### src/rtl/smi_pkg.sv
`timescale 1ns / 1ps
// Shared types, constants and the saturation helper function of the small matrix inverse core.
package smi_pkg;

    localparam int FRAC_BITS_DEF = 16;
    localparam int EW     = 32;
    localparam int PW     = 2 * EW;
    localparam int AW     = PW + 1;
    localparam int DW     = PW + EW + 2;
    localparam int VW     = DW + EW + 1;
    localparam int QW     = 32;
    localparam int NE     = 9;
    localparam int CFG_W  = 2;
    localparam int QDEPTH = 4;
    localparam int QAW    = $clog2(QDEPTH);

    localparam logic [CFG_W-1:0] DIM_TWO   = 2'd2;
    localparam logic [CFG_W-1:0] DIM_THREE = 2'd3;

    typedef logic [3:0] t_idx;
    typedef logic signed [EW-1:0] t_elem;

    // Operand indexes of the two products that form each adjugate entry.
    localparam t_idx PL [NE] = '{4'd4, 4'd2, 4'd1, 4'd5, 4'd0, 4'd2, 4'd3, 4'd1, 4'd0};
    localparam t_idx PR [NE] = '{4'd8, 4'd7, 4'd5, 4'd6, 4'd8, 4'd3, 4'd7, 4'd6, 4'd4};
    localparam t_idx ML [NE] = '{4'd5, 4'd1, 4'd2, 4'd3, 4'd2, 4'd0, 4'd4, 4'd0, 4'd1};
    localparam t_idx MR [NE] = '{4'd7, 4'd8, 4'd4, 4'd8, 4'd6, 4'd5, 4'd6, 4'd7, 4'd3};

    typedef struct packed {
        logic             two;
        t_elem [NE-1:0]   a;
    } t_front_word;

    typedef struct packed {
        logic                   sing;
        logic [EW-1:0]          det;
        logic [NE-1:0]          neg;
        logic [NE-1:0]          ovf;
        logic [NE-1:0][VW-1:0]  rem;
        logic [NE-1:0][QW-1:0]  q;
        logic [VW-1:0]          dmag;
    } t_div_word;

    typedef struct packed {
        logic                   sing;
        logic [EW-1:0]          det;
        logic [NE-1:0][EW-1:0]  inv;
    } t_result;

    function automatic logic [EW-1:0] sat32(input logic neg, input logic big,
                                            input logic [EW-1:0] m);
        logic [EW-1:0] r;
        if (!neg) begin
            r = (big || m[EW-1]) ? {1'b0, {(EW-1){1'b1}}} : m;
        end else begin
            r = (big || m > {1'b1, {(EW-1){1'b0}}}) ? {1'b1, {(EW-1){1'b0}}} : (~m + 1'b1);
        end
        return r;
    endfunction

endpackage

### src/rtl/smi_front.sv
`timescale 1ns / 1ps
// Front part: dimension register, input acceptance and the word queue.
module smi_front (
    input  logic                           i_clk,
    input  logic                           i_rst_n,
    input  logic                           i_cfg_valid,
    output logic                           o_cfg_ready,
    input  logic [smi_pkg::CFG_W-1:0]      i_cfg_data,
    input  logic                           i_valid,
    output logic                           o_stall,
    input  smi_pkg::t_elem [smi_pkg::NE-1:0] i_a,
    output logic                           o_q_valid,
    output smi_pkg::t_front_word           o_q_word,
    input  logic                           i_q_pop
);
    import smi_pkg::*;

    logic [CFG_W-1:0] r_dim;
    t_front_word      r_mem [QDEPTH];
    logic [QAW-1:0]   r_wr_ptr;
    logic [QAW-1:0]   r_rd_ptr;
    logic [QAW:0]     r_count;
    logic             push;
    logic             pop;
    t_front_word      w_in;

    assign o_cfg_ready = 1'b1;
    assign o_stall     = (r_count == (QAW+1)'(QDEPTH));
    assign o_q_valid   = (r_count != '0);
    assign o_q_word    = r_mem[r_rd_ptr];
    assign push        = i_valid && !o_stall;
    assign pop         = i_q_pop && o_q_valid;
    assign w_in.two    = (r_dim == DIM_TWO);
    assign w_in.a      = i_a;

    always_ff @(posedge i_clk) begin
        if (!i_rst_n) begin
            r_dim <= DIM_THREE;
        end else if (i_cfg_valid && o_cfg_ready) begin
            r_dim <= i_cfg_data;
        end
    end

    always_ff @(posedge i_clk) begin
        if (push) begin
            r_mem[r_wr_ptr] <= w_in;
        end
    end

    always_ff @(posedge i_clk) begin
        if (!i_rst_n) begin
            r_wr_ptr <= '0;
            r_rd_ptr <= '0;
            r_count  <= '0;
        end else begin
            if (push) begin
                r_wr_ptr <= r_wr_ptr + 1'b1;
            end
            if (pop) begin
                r_rd_ptr <= r_rd_ptr + 1'b1;
            end
            if (push && !pop) begin
                r_count <= r_count + 1'b1;
            end else if (pop && !push) begin
                r_count <= r_count - 1'b1;
            end
        end
    end

endmodule

### config.mk
export PLATFORM = sky130hd
export DESIGN_NAME = smi_front
export DESIGN_NICKNAME = d
export VERILOG_FILES = /design/src/rtl/smi_pkg.sv /design/src/rtl/smi_front.sv
export SDC_FILE = /design/constraint.sdc
export NUM_CORES = 1
export LEC_CHECK = 0
export BUFFER_PORTS_ARGS = -buffer_cell sky130_fd_sc_hd__buf_2
export CAP_MARGIN = 10
export CORE_UTILIZATION = 35
export CTS_CLUSTER_DIAMETER = 40
export DETAILED_ROUTE_END_ITERATION = 10
export SLEW_MARGIN = 0
export SYNTH_ARGS = -nofsm -noshare
export SYNTH_HDL_FRONTEND = slang
export SYNTH_SLANG_ARGS = --single-unit
### constraint.sdc
create_clock -name i_clk -period 10.2 [get_ports i_clk]
set_input_delay 0 -clock i_clk [delete_from_list [all_inputs] [get_ports i_clk]]
set_output_delay 0 -clock i_clk [all_outputs]
set_load 0.05 [all_outputs]
# --- Word level (Yosys, flattened, before mapping) ---
# Memories as Yosys holds them, arrays and structs flattened. A register that Yosys moved wholly into a read port is not among the register bits.
# Index checks and enable logic that the tools add are counted.
word_totals:
  inputBits: 295
  ramBits: 1156
  n_memories: 1
  word_cells: 26
  out_inout_bits: 292
  regBits: 9
memory_table:
  columns: ["name", "words", "word_bits", "read_ports", "rd_ports_with_merged_regs", "write_ports", "line_no", "text"]
  rows:
  - ["r_mem", 4, 289, 1, 1, 1, "smi_front.sv:19", "t_front_word r_mem [QDEPTH];"]
classes:
  n_eq_ne: 2
  n_addsub: 4
  reduce_logical: 9
  n_mux: 6
ops:
  columns: ["cell", "n"]
  rows:
  - ["3-bit two-way mux", 2]
  - ["2-bit by 1-bit adder with 2-bit output, second input constant", 2]
  - ["1-bit logical AND", 4]
  - ["2-bit two-way mux", 2]
  - ["3-bit by 1-bit adder with 3-bit output, second input constant", 1]
  - ["3-bit == test, second input constant", 1]
  - ["1-bit logical NOT", 3]
  - ["3-bit nonzero test", 1]
  - ["3-bit by 1-bit subtractor with 3-bit output, second input constant", 1]
  - ["2-bit == test, second input constant", 1]
  - ["1-bit two-way mux", 2]
  - ["2-bit nonzero test", 1]

# --- Logic depth before layout (Yosys ltp) ---
# Gate-level depths: netlist of the first run.
logic_depth:
  depth_word: 7
  depth_mapped: 9
  ltp_nobuf: 8

# --- Worst setup path before layout of the first run ---
# OpenSTA, ideal clock, no wires.
synth_timing:
  path_kind: "flip-flop to flip-flop"
  from: "register r_count[0]"
  to: "memory r_mem[0][0] in the netlist's numbering (enable)"
  required_time_ns: 9.513
  slack_ns: 1.846
  synth_period_minus_slack_ns: 8.354
  arrival_time_ns: 7.667
  setup_time_ns: 0.687
  path_stages_with_launch: 5
  path_cell_list: "dfxtp_1 -> nor3b_1 -> nor2b_1 -> clkbuf_1 -> and2_1"
synth_between:
  elab_chain_cells: 5
synth_rtl:
  columns: ["item", "line_no", "text"]
  rows:
  - ["from (decl)", "smi_front.sv:22", "logic [QAW:0] r_count;"]
  - ["from (signal assigned)", "smi_front.sv:63", "r_count <= r_count + 1'b1;"]
  - ["from (signal assigned)", "smi_front.sv:65", "r_count <= r_count - 1'b1;"]
  - ["3-bit == test", "smi_front.sv:28", "assign o_stall = (r_count == (QAW+1)'(QDEPTH));"]
  - ["net o_stall", "smi_front.sv:10", "output logic o_stall,"]
  - ["1-bit logical NOT", "smi_front.sv:31", "assign push = i_valid && !o_stall;"]
  - ["1-bit logical AND", "smi_front.sv:31", null]
  - ["net push", "smi_front.sv:23", "logic push;"]
  - ["1-bit two-way mux", "smi_front.sv:45", "if (push) begin"]
  - ["1-bit two-way mux (implied by the code)", "smi_front.sv:46", "r_mem[r_wr_ptr] <= w_in;"]
  - ["to (decl)", "smi_front.sv:19", null]
# The timed path passes the listed nets, and every way through them passes these cells.

==> impl_results.md, run 1 <==
- Share of total power in the clock network: 31.6%
- Top fanout value on the critical path: 76
- CTS clk-pin slew, worst paths: 0.05 ns
- Leading cell types in the layout, fill and taps excluded: 1,156 x edfxtp_1, 585 x buf_2, 572 x dlygate4sd3_1
- RSZ-0062 raised after global routing: false
- Total standard cell area after synthesis: 42,200 um2
- Number of port buffers: 585
- Worst min-delay path category: primary input to flop
- Least-Margin Pin Slew: 1.18 ns
- Final core utilization: a little under half
- Worst EP arrival: 3.89 ns
- Worst path max stage delay: slightly below 1 ns
- Worst Hold Endpoint: r_mem[1][183]
- Final setup violation count: 0
- Total negative setup slack: 0 ns
- Net switching component of the power: 0.00544 W
- Number of cells on the worst hold path: 2
- Post-synthesis average cell area: between 20 and 30 um2
- Worst setup skew after layout: 0.0247 ns
- Core ar.: 120,000 um2
- TritonCTS clock tree: done
- Total track usage: 15.0%
- Initial antenna violation count: 10
- Post-cts repair resize count: 0
- Max Fclk: 257 MHz
- Proportion of synthesized chip area in sequential cells: just over 80%
- Slew margin rel.: 21.6%
- Max-cap violation count: 0
- Worst VDD drop: 0.232 mV
- Nets in the synthesized netlist: between 1,500 and 2,000
- Period Utilization, post-route: roughly two fifths
- Number of cells produced by synthesis: 1,566
- Total power density per cell area: 273 nW/um2
- Minimum period implied by the final worst setup slack: 3.89 ns
- Total power: around 0.016 W
- Combinational fraction of design power: roughly 30%
- Worst R2R End: r_mem[0][170]
- Count of nets left with antenna violations after detail routing: 0
- Most frequent cell on the critical path: buf_12
- FF-to-FF Start: r_count[0]
- Mean number of vias per cell: 4.65
- Cell type of the slowest stage on the worst timing path: dfxtp_4
- WL final: 92,600 um
- CTS sink cnt: roughly 1,200
- Full die area: 122,000 um2
- Die span in x: ~350 um
- Grt total ovfl: 0
- Number of cell instances on the worst register-to-register path: 5
- Via count: 21,211
- Starting DRT DRC Count: 1,200
- Area growth from synthesis to layout: 36.1%
- Total of warnings raised by yosys: 0
- CTS H-tree lvls: 4
- Count of final hold-check violations: 0
- P_leak: 19.5 nW
- Most common cell after layout, fill and taps aside: edfxtp_1
- GP Congestion: 0.741
- Chain of cells forming the critical path: buf_12, buf_12, mux4_2, buf_2
- Internal Pwr Total: 0.0103 W
- Reg-to-reg setup timing slack: 6.40 ns
- Num CTS Buffers: approximately 140
- Clock root cell: clkbuf_16
- Setup bufs post-CTS: 0
- Fill cell count: 9,766
- Final-stage net count: approximately 3,100
- Global-route wire length before repair: 139,000 um
- Proportion of total power due to net switching: between 30% and 40%
- Maximum count of clock buffers along a single path: 3
- Clock latency of the later-clocked register in the worst-skew pair: 0.76 ns
- Origin of the worst min-delay path: i_a[183]
- Fraction of layout instances using a drive strength above 1: 38.4%
- Post-Route Hold Slack: 0.0587 ns
- Vias in the first global route: around 23,000
- Relative contribution of sequential cells to total power: 38.2%
- Detail-routed net length per standard cell: 20.3 um
- Worst EP required: a little over 10 ns
- Start-to-end type of the worst setup path: flop to primary output
- Run status: complete, no violations
- Num ports: around 600
- Critical Path Sink Type: primary output
- Synthesized flop and latch total: 1,167
- Type of origin of the critical path: flop
- FP Rows: 127
- Die Span Y: 349 um
- Initial core utilization: 35.3%
- DRC errors left: 0
- Max-slew violation count: 0
- Maximum number of pins on one net before global-route repair: 139
- Distinct cell type count of the synthesized netlist: 23
- Detailed-placement wirelength estimate: 53,600 um
- DR pass1 iterations: 5
[power groups by stage]
stage	logic (W)	registers [W]	clock network, W
after global routing	0.00496	0.00604	0.00526
after CTS	0.00482	0.00600	0.00507
final	0.00475	0.00600	0.00495
after global placement	0.00460	0.00606	0
after floorplan	0.00363	0.00613	0
after detailed placement	0.00462	0.00610	0
[logic make-up after synthesis]
family	share of synthesized area [%]
adder cells (fa/ha/maj)	0.195
XOR/XNOR	0.0829
multiplexers	15.5
AO/OA/AOI/OAI	0.0681
other	0.00888
flip-flops	82.7
AND/OR/NAND/NOR	0.264
buffers and inverters	1.16
[stage by stage]
step                area (um2)  worst slack [ns]  cells
finish                   57500              6.31   4558
CTS                      57500              6.05   4548
global placement         47000              6.43   3715
floorplan                42200              1.85   1566
detailed placement       47000              6.35   3715
global route             57500              5.94   4557
[worst max path at each step]
| stage | from | endpoint | slack [ns] | depth (start not counted) |
|---|---|---|---|---|
| after CTS | flop | o_q_word[219] | 6.05 | 4 |
| final | flop | o_q_word[219] | 6.31 | 4 |
| after floorplan | r_count[0] | r_mem[0][0] | 1.85 | 4 |
| after detailed placement | r_count[0] | r_mem[0][146] | 6.35 | 5 |
| after global placement | r_count[0] | r_mem[3][195] | 6.43 | 5 |
| after global routing | flop | o_q_word[219] | 5.94 | 4 |
[synth_stat cells]
library cell | count | area share [%]
and2_1 | 8 | 0.12
nor3b_1 | 1 | 0.018
ha_1 | 5 | 0.15
edfxtp_1 | 1156 | 82
buf_2 | 30 | 0.36
xnor2_1 | 3 | 0.062
mux2i_1 | 5 | 0.12
o31ai_1 | 1 | 0.018
dfxtp_1 | 11 | 0.52
buf_6 | 25 | 0.67
buf_4 | 1 | 0.018
nor2b_1 | 3 | 0.044
xor2_1 | 1 | 0.021
mux4_2 | 289 | 15
o21ai_0 | 1 | 0.012
nand2_1 | 6 | 0.053
conb_1 | 1 | 0.0089
o311ai_0 | 1 | 0.021
or3_1 | 2 | 0.030
fa_1 | 1 | 0.047
inv_1 | 3 | 0.027
clkbuf_1 | 11 | 0.098
a21boi_0 | 1 | 0.018
[final cells by class]
| type | count | area (um2) | area share (%) |
|---|---|---|---|
| sequential | 1167 | 34900 | 60.8 |
| timing repair buffer | 1176 | 8910 | 15.5 |
| multi-input combinational | 329 | 6830 | 11.9 |
| clock buffer | 163 | 3780 | 6.58 |
| tap | 1612 | 2020 | 3.51 |
| clock inverter | 98 | 973 | 1.69 |
| antenna | 10 | 25.0 | 0.0435 |
| inverter | 3 | 11.3 | 0.0196 |
[per-layer routing]
layer,GRT usage [%],up-vias,part of all wire [%]
met5,0,-,0.017
met4,5.42,2,2.4
met3,5.18,147,7.8
met2,25.9,653,52
met1,17.3,11013,38
li1,-,9396,-
[sequential cells by signal, summed over array words and instances, names as in the netlist, named ones only]
| register | cells |
|---|---|
| r_mem | 1156 |
| r_wr_ptr | 2 |
| r_count | 3 |
| r_dim | 2 |
| r_rd_ptr | 2 |
[timing repair]
| item | in CTS | in global routing |
|---|---|---|
| hold buffers | 572 | 0 |
| endpoints found under the hold margin | 1163 | 0 |
| endpoints found under the setup margin | 0 | 0 |
[critical path, delay by kind of cell, from the launching register on]
| kind | cells | cell delay [ns] |
|---|---|---|
| buffers and inverters | 3 | 1.27 |
| multiplexers | 1 | 0.64 |
| flip-flops | 1 | 0.98 |
No activity file was read; power rests on OpenSTA's default activity.
==> run 2, diff against run 1 <==
ABC_AREA = 1   (was unset)
clock period = 3.85 ns   (was 10.2 ns; I/O delays follow)
==> impl_results.md, run 2 <==
- Worst VDD drop: 0.548 mV
- Maximum number of pins on one net before global-route repair: 108
- DRC errors left: 0
- Max Fclk: ~340 MHz
- CTS clk-pin slew, worst paths: approximately 0.050 ns
- GP Congestion: 0.762
- Post-Route Hold Slack: 0.0568 ns
- Met3 wire length: 8230 um
- Final-stage net count: 4,369
- Top register by number of flip-flops: r_mem
- Max-slew violation count: 0
- Dominant cell type by area after synthesis: edfxtp_1
- Count of flip-flops with a built-in enable after synthesis: 1,156
- Worst setup skew after layout: 0.0262 ns
- Worst path max stage delay: 0.52 ns
- Clock latency of the later-clocked register in the worst-skew pair: 0.77 ns
- Synthesized flop and latch total: ~1,200
- Worst setup slack after layout: 0.870 ns
- Total number of cells along the worst setup path: 5
- P_leak: 20.9 nW
- DR pass1 iterations: 5
- Run status: complete, no violations
- Type of origin of the critical path: flop
- Max FFs per register: ~1,200
- Proportion of synthesized chip area in sequential cells: 81.2%
- FF-to-FF Start: r_count[0]
- Number of cell instances on the worst register-to-register path: 15
- Post-synthesis average cell area: 15.0 um2
- Reg-to-reg setup timing slack: 0.88 ns
- Nets in the synthesized netlist: around 3,200
- Clock root cell: clkbuf_16
- Chain of cells forming the critical path: inv_8, buf_4, o21ai_0, o22ai_1, buf_2
- Worst setup path end: o_q_word[40]
- Worst EP arrival: slightly below 3 ns
- Grt total ovfl: 0
- Detail-routed net length per standard cell: 19.2 um
- Sequential standard cell area: 34,900 um2
- FP Rows: 128
- Leading post-synthesis cells by instance count: 1,156 x edfxtp_1, 593 x nor2_1, 411 x o21ai_0
- Global-route wire length before repair: 169,000 um
- Finished Layout Cells: 5,823
- Initial antenna violation count: 10
- Total negative setup slack: 0 ns
- WL final: approximately 110,000 um
- Area growth from synthesis to layout: 37.5%
- Synth area leaders: edfxtp_1 81%, nor2_1 5.2%, o21ai_0 4.8%
- Most common cell in the netlist: edfxtp_1
- Wire length on met2: 54,800 um
- Total of warnings raised by yosys: 0
- Starting DRT DRC Count: 2,129
- Slew margin rel.: 45.6%
- Minimum period implied by the final worst setup slack: 2.98 ns
- Mean number of vias per cell: around 4.9
- Via count: about 29,000
- Max-cap violation count: 0
- Maximum count of clock buffers along a single path: 3
- Critical Path Sink Type: primary output
- Leading cell types in the layout, fill and taps excluded: 1,156 x edfxtp_1, 588 x nor2_1, 585 x buf_2
- Least-Margin Pin Slew: 0.815 ns
- Worst R2R End: r_count[2]
- Fraction of layout instances using a drive strength above 1: between 20% and 30%
- Fill cell count: 10,344
- Initial core utilization: about a third
- Count of final hold-check violations: 0
- Period Utilization, post-route: 77.4%
- Most common cell after layout, fill and taps aside: edfxtp_1
- Full die area: about 120,000 um2
- Final setup violation count: 0
- Multi-input gate area in the final layout: 7190 um2
- Num CTS Buffers: 153
- Number of instances in the placed design: 4,955
- Worst slack at placement: ~1.6 ns
- Top fanout value on the critical path: 91
- Worst EP required: 3.85 ns
- Largest registers in the final layout: r_mem x1156, r_count x3
- Cell type of the slowest stage on the worst timing path: inv_8
- RSZ-0062 raised after global routing: false
- Async set-or-reset flop fraction in the synthesized netlist: 0%
- Worst min-delay path category: primary input to flop
- Count of nets left with antenna violations after detail routing: 0
- Delay-heaviest family, CP: buffers and inverters
- Detailed-placement wirelength estimate: 62,200 um
- Routed metal-1 wire length: ~45,000 um
- Total power density per cell area: 735 nW/um2
- Start-to-end type of the worst setup path: flop to primary output
- Distinct cell type count of the synthesized netlist: 20
- TritonCTS clock tree: done
- Die Span Y: 353 um
- Total track usage: 17.6%
- Num ports: 587
- Number of cells produced by synthesis: 2,874
- Most frequently used flop master after synthesis: edfxtp_1
- Total power: 0.0435 W
- Number of port buffers: 585
- Share of the synthesized area in the top cell type: about four fifths
- Total standard cell area after synthesis: 43,000 um2
- Vias in the first global route: 28,743
- Die span in x: 353 um
- Core ar.: 122,000 um2
- Critical path buffer and inverter count: 3
- CTS sink cnt: 1,167
- CTS H-tree lvls: 4
- Top routing layer used: met5
## run 2: through the flow
step	util [%]	instance area (um2)
4_1_cts	48.5	59200
3_3_place_gp	39.5	48100
3_5_place_dp	39.5	48100
5_1_grt	48.5	59200
2_1_floorplan	-	43100
6_report	48.5	59200
## run 2: what timing repair did
item / CTS / global route
hold buffers: 583 / 0
buffers inserted: 0 / 0
resized for setup: 0 / 0
endpoints found under the hold margin: 1241 / 0
## run 2: cell families after synthesis
logic type	Yosys count	share of synthesized area [%]
flops	1167	81.2
compound gates	875	11.0
simple gates	613	5.37
buf+inv	211	2.25
fa+ha+maj	6	0.192
xor+xnor	1	0.0203
other cells	1	0.00871
## run 2: how the worst min path moves through the flow
stage / start / end / slack, ns / cells after the start
floorplan: i_a[0] / r_mem[0][0] / 0.1 / 0
global placement: i_cfg_data[1] / r_dim[1] / 0.21 / 3
detailed placement: i_a[152] / r_mem[0][152] / 0.21 / 1
CTS: i_a[170] / r_mem[1][170] / 0.002 / 2
global route: i_a[40] / r_mem[2][40] / 0.03 / 2
finish: i_a[40] / r_mem[2][40] / 0.06 / 2
## run 2: layer usage
metal / track usage (%) / up-vias
met5: 0 / -
li1: - / 13358
met4: 6.22 / 12
met1: 21.8 / 14069
met2: 29.3 / 908
met3: 5.03 / 198
## run 2: layout make-up
type | instances | area share [%]
inverters | 19 | 0.146
clock inverters | 110 | 2.24
clock buffers | 172 | 6.61
repair buffers | 1231 | 16.4
flip-flops and latches | 1167 | 59.1
multi-input cells | 1496 | 12.1
diodes | 3 | 0.0127
well taps | 1625 | 3.44
## run 2: where the power goes
part	total (W)	switching [W]	internal, W
Combinational	0.0135	0.0104	0.00305
Sequential	0.0158	0.000324	0.0154
Clock	0.0143	0.00566	0.00863
==> run 3, diff against run 2 <==
clock period = 2.8 ns   (was 3.85 ns; I/O delays follow)
==> impl_results.md, run 3 (synthesis results as in run 2) <==
- Met2 Track Usage GR: a little under 30%
- DR pass1 iterations: 5
- Final setup violation count: 0
- Final-stage net count: 4,390
- Period Utilization, post-route: between 90% and 100%
- Number of instances in the placed design: 4,982
- Run status: complete, no violations
- Largest registers in the final layout: r_mem x1156, r_count x3
- Num ports: 587
- Clock root cell: clkbuf_16
- Fraction of layout instances using a drive strength above 1: approximately 22%
- Fill cell count: 10,319
- TritonCTS clock tree: done
- Detailed-placement wirelength estimate: ~64,000 um
- Cell type of the slowest stage on the worst timing path: dfxtp_4
- Worst R2R End: r_count[2]
- Total power density per cell area: 1010 nW/um2
- WL final: between 100,000 and 150,000 um
- CTS H-tree lvls: 4
- Global-route wire length before repair: ~170,000 um
- Mean number of vias per cell: 4.91
- Chain of cells forming the critical path: buf_16, buf_4, o21ai_0, o22ai_1, buf_2
- Leading cell types in the layout, fill and taps excluded: 1,156 x edfxtp_1, 588 x nor2_1, 584 x buf_2
- Max FFs per register: 1,156
- RSZ-0062 raised after global routing: false
- Most common cell after layout, fill and taps aside: edfxtp_1
- Met3 routing resource usage after global routing: between 5 and 6%
- Number of cells on the worst hold path: 2
- Met1 layer usage reported by global route: around 22%
- Placed cell areas: 48,400 um2
- Number of cell instances on the worst register-to-register path: 14
- Type of origin of the critical path: flop
- DRC errors left: 0
- Die Span Y: 353 um
- Highest-utilization routing layer at the global route stage: met2
- Worst EP arrival: 2.68 ns
- Worst Hold Endpoint: r_mem[3][170]
- Post-layout instance area: 59,400 um2
- Area growth from synthesis to layout: 37.9%
- Count of final hold-check violations: 0
- Maximum count of clock buffers along a single path: 3
- Origin of the worst min-delay path: i_a[170]
- Worst slack at placement: ~0.74 ns
- Num CTS Buffers: 152
- P_leak: 21.0 nW
- Reg-to-reg setup timing slack: around 0.33 ns
- Worst setup skew after layout: approximately 0.029 ns
- Least-Margin Pin Slew: roughly 0.65 ns
- Starting DRT DRC Count: approximately 2,400
- Worst EP required: 2.80 ns
- Detail-routed net length per standard cell: 19.2 um
- FP Rows: 128
- GP Congestion: 0.782
- Clock latency of the later-clocked register in the worst-skew pair: 0.78 ns
- Core ar.: 122,000 um2
- Finished Layout Cells: roughly 6,000
- Max Fclk: about 370 MHz
- Max-cap violation count: 0
- Grt total ovfl: 0
- Initial core utilization: a little over a third
- Start-to-end type of the worst setup path: flop to primary output
- Maximum number of pins on one net before global-route repair: 107
- Multi-input gate area in the final layout: 7190 um2
- Initial antenna violation count: 13
- Worst VDD drop: 0.685 mV
- Count of nets left with antenna violations after detail routing: 0
- Via count: 28,722
- Number of port buffers: 585
- Total track usage: between 10% and 20%
- Worst path max stage delay: 0.50 ns
- Worst min-delay path category: primary input to flop
- Critical Path Sink Type: primary output
- FF-to-FF Start: r_count[1]
- Full die area: 124,000 um2
- Die span in x: 353 um
- Sequential standard cell area: 34,900 um2
- Top fanout value on the critical path: 69
- Post-Route Hold Slack: 0.0679 ns
- Max-slew violation count: 0
- Minimum period implied by the final worst setup slack: 2.68 ns
- Worst setup slack after layout: around 0.12 ns
- CTS clk-pin slew, worst paths: 0.06 ns
- Vias in the first global route: around 29,000
- CTS sink cnt: 1,167
- Top register by number of flip-flops: r_mem
- Slew margin rel.: 56.7%
==> run 3: stage by stage <==
| step | TNS [ns] | power [W] | util, % |
|---|---|---|---|
| final | 0 | 0.0599 | 48.7 |
| after global routing | 0 | 0.0622 | 48.7 |
| after CTS | 0 | 0.0603 | 48.7 |
| after detailed placement | 0 | 0.0401 | 39.7 |
| after global placement | 0 | 0.0400 | 39.7 |
| after floorplan | -2901.48 | 0.0349 | - |
==> run 3: area by class of cell <==
cell class / count / share of cell area [%]
diodes: 9 / 0.0379
clock buffers: 167 / 6.57
clock inverters: 116 / 2.15
inverters: 19 / 0.162
multi-input cells: 1496 / 12.1
flip-flops and latches: 1167 / 58.9
well taps: 1625 / 3.42
repair buffers: 1253 / 16.7
==> run 3: critical path: cells and delay by family (launching register included) <==
family          cells  cell delay, ns
buf+inv             3            0.87
flops               1            0.50
compound gates      2            0.39
==> run 3: power breakdown <==
part           total, W  internal, W  leakage [nW]  switching [W]
Clock            0.0195       0.0118          2.48        0.00769
Sequential       0.0216       0.0212          10.7       0.000420
Combinational    0.0187      0.00432          7.88         0.0144
Total            0.0599       0.0374          21.0         0.0225
==> run 3: per-layer routing <==
layer,up-vias,part of all wire [%]
met2,956,48
met4,8,2.7
li1,13425,-
met1,14105,41
met3,228,8.0
met5,-,0.039
==> run 3: worst max-delay path by stage <==
stage	startpoint	to	slack, ns
final	flop	o_q_word[196]	0.12
after global routing	flop	o_q_word[196]	0.006
after CTS	flop	o_q_word[208]	0.01
after detailed placement	flop	o_q_word[288]	0.74
after global placement	flop	o_q_word[288]	0.81
after floorplan	r_count[0]	r_mem[0][0]	-2.52
==> run 3: timing repair <==
action,4_1_cts,5_1_grt
cloned,0,0
gates resized for setup,3,5
setup endpoints to repair,3,14
hold buffers,577,0
hold endpoints to repair,1322,0
setup buffers,0,1
pin swaps,0,0
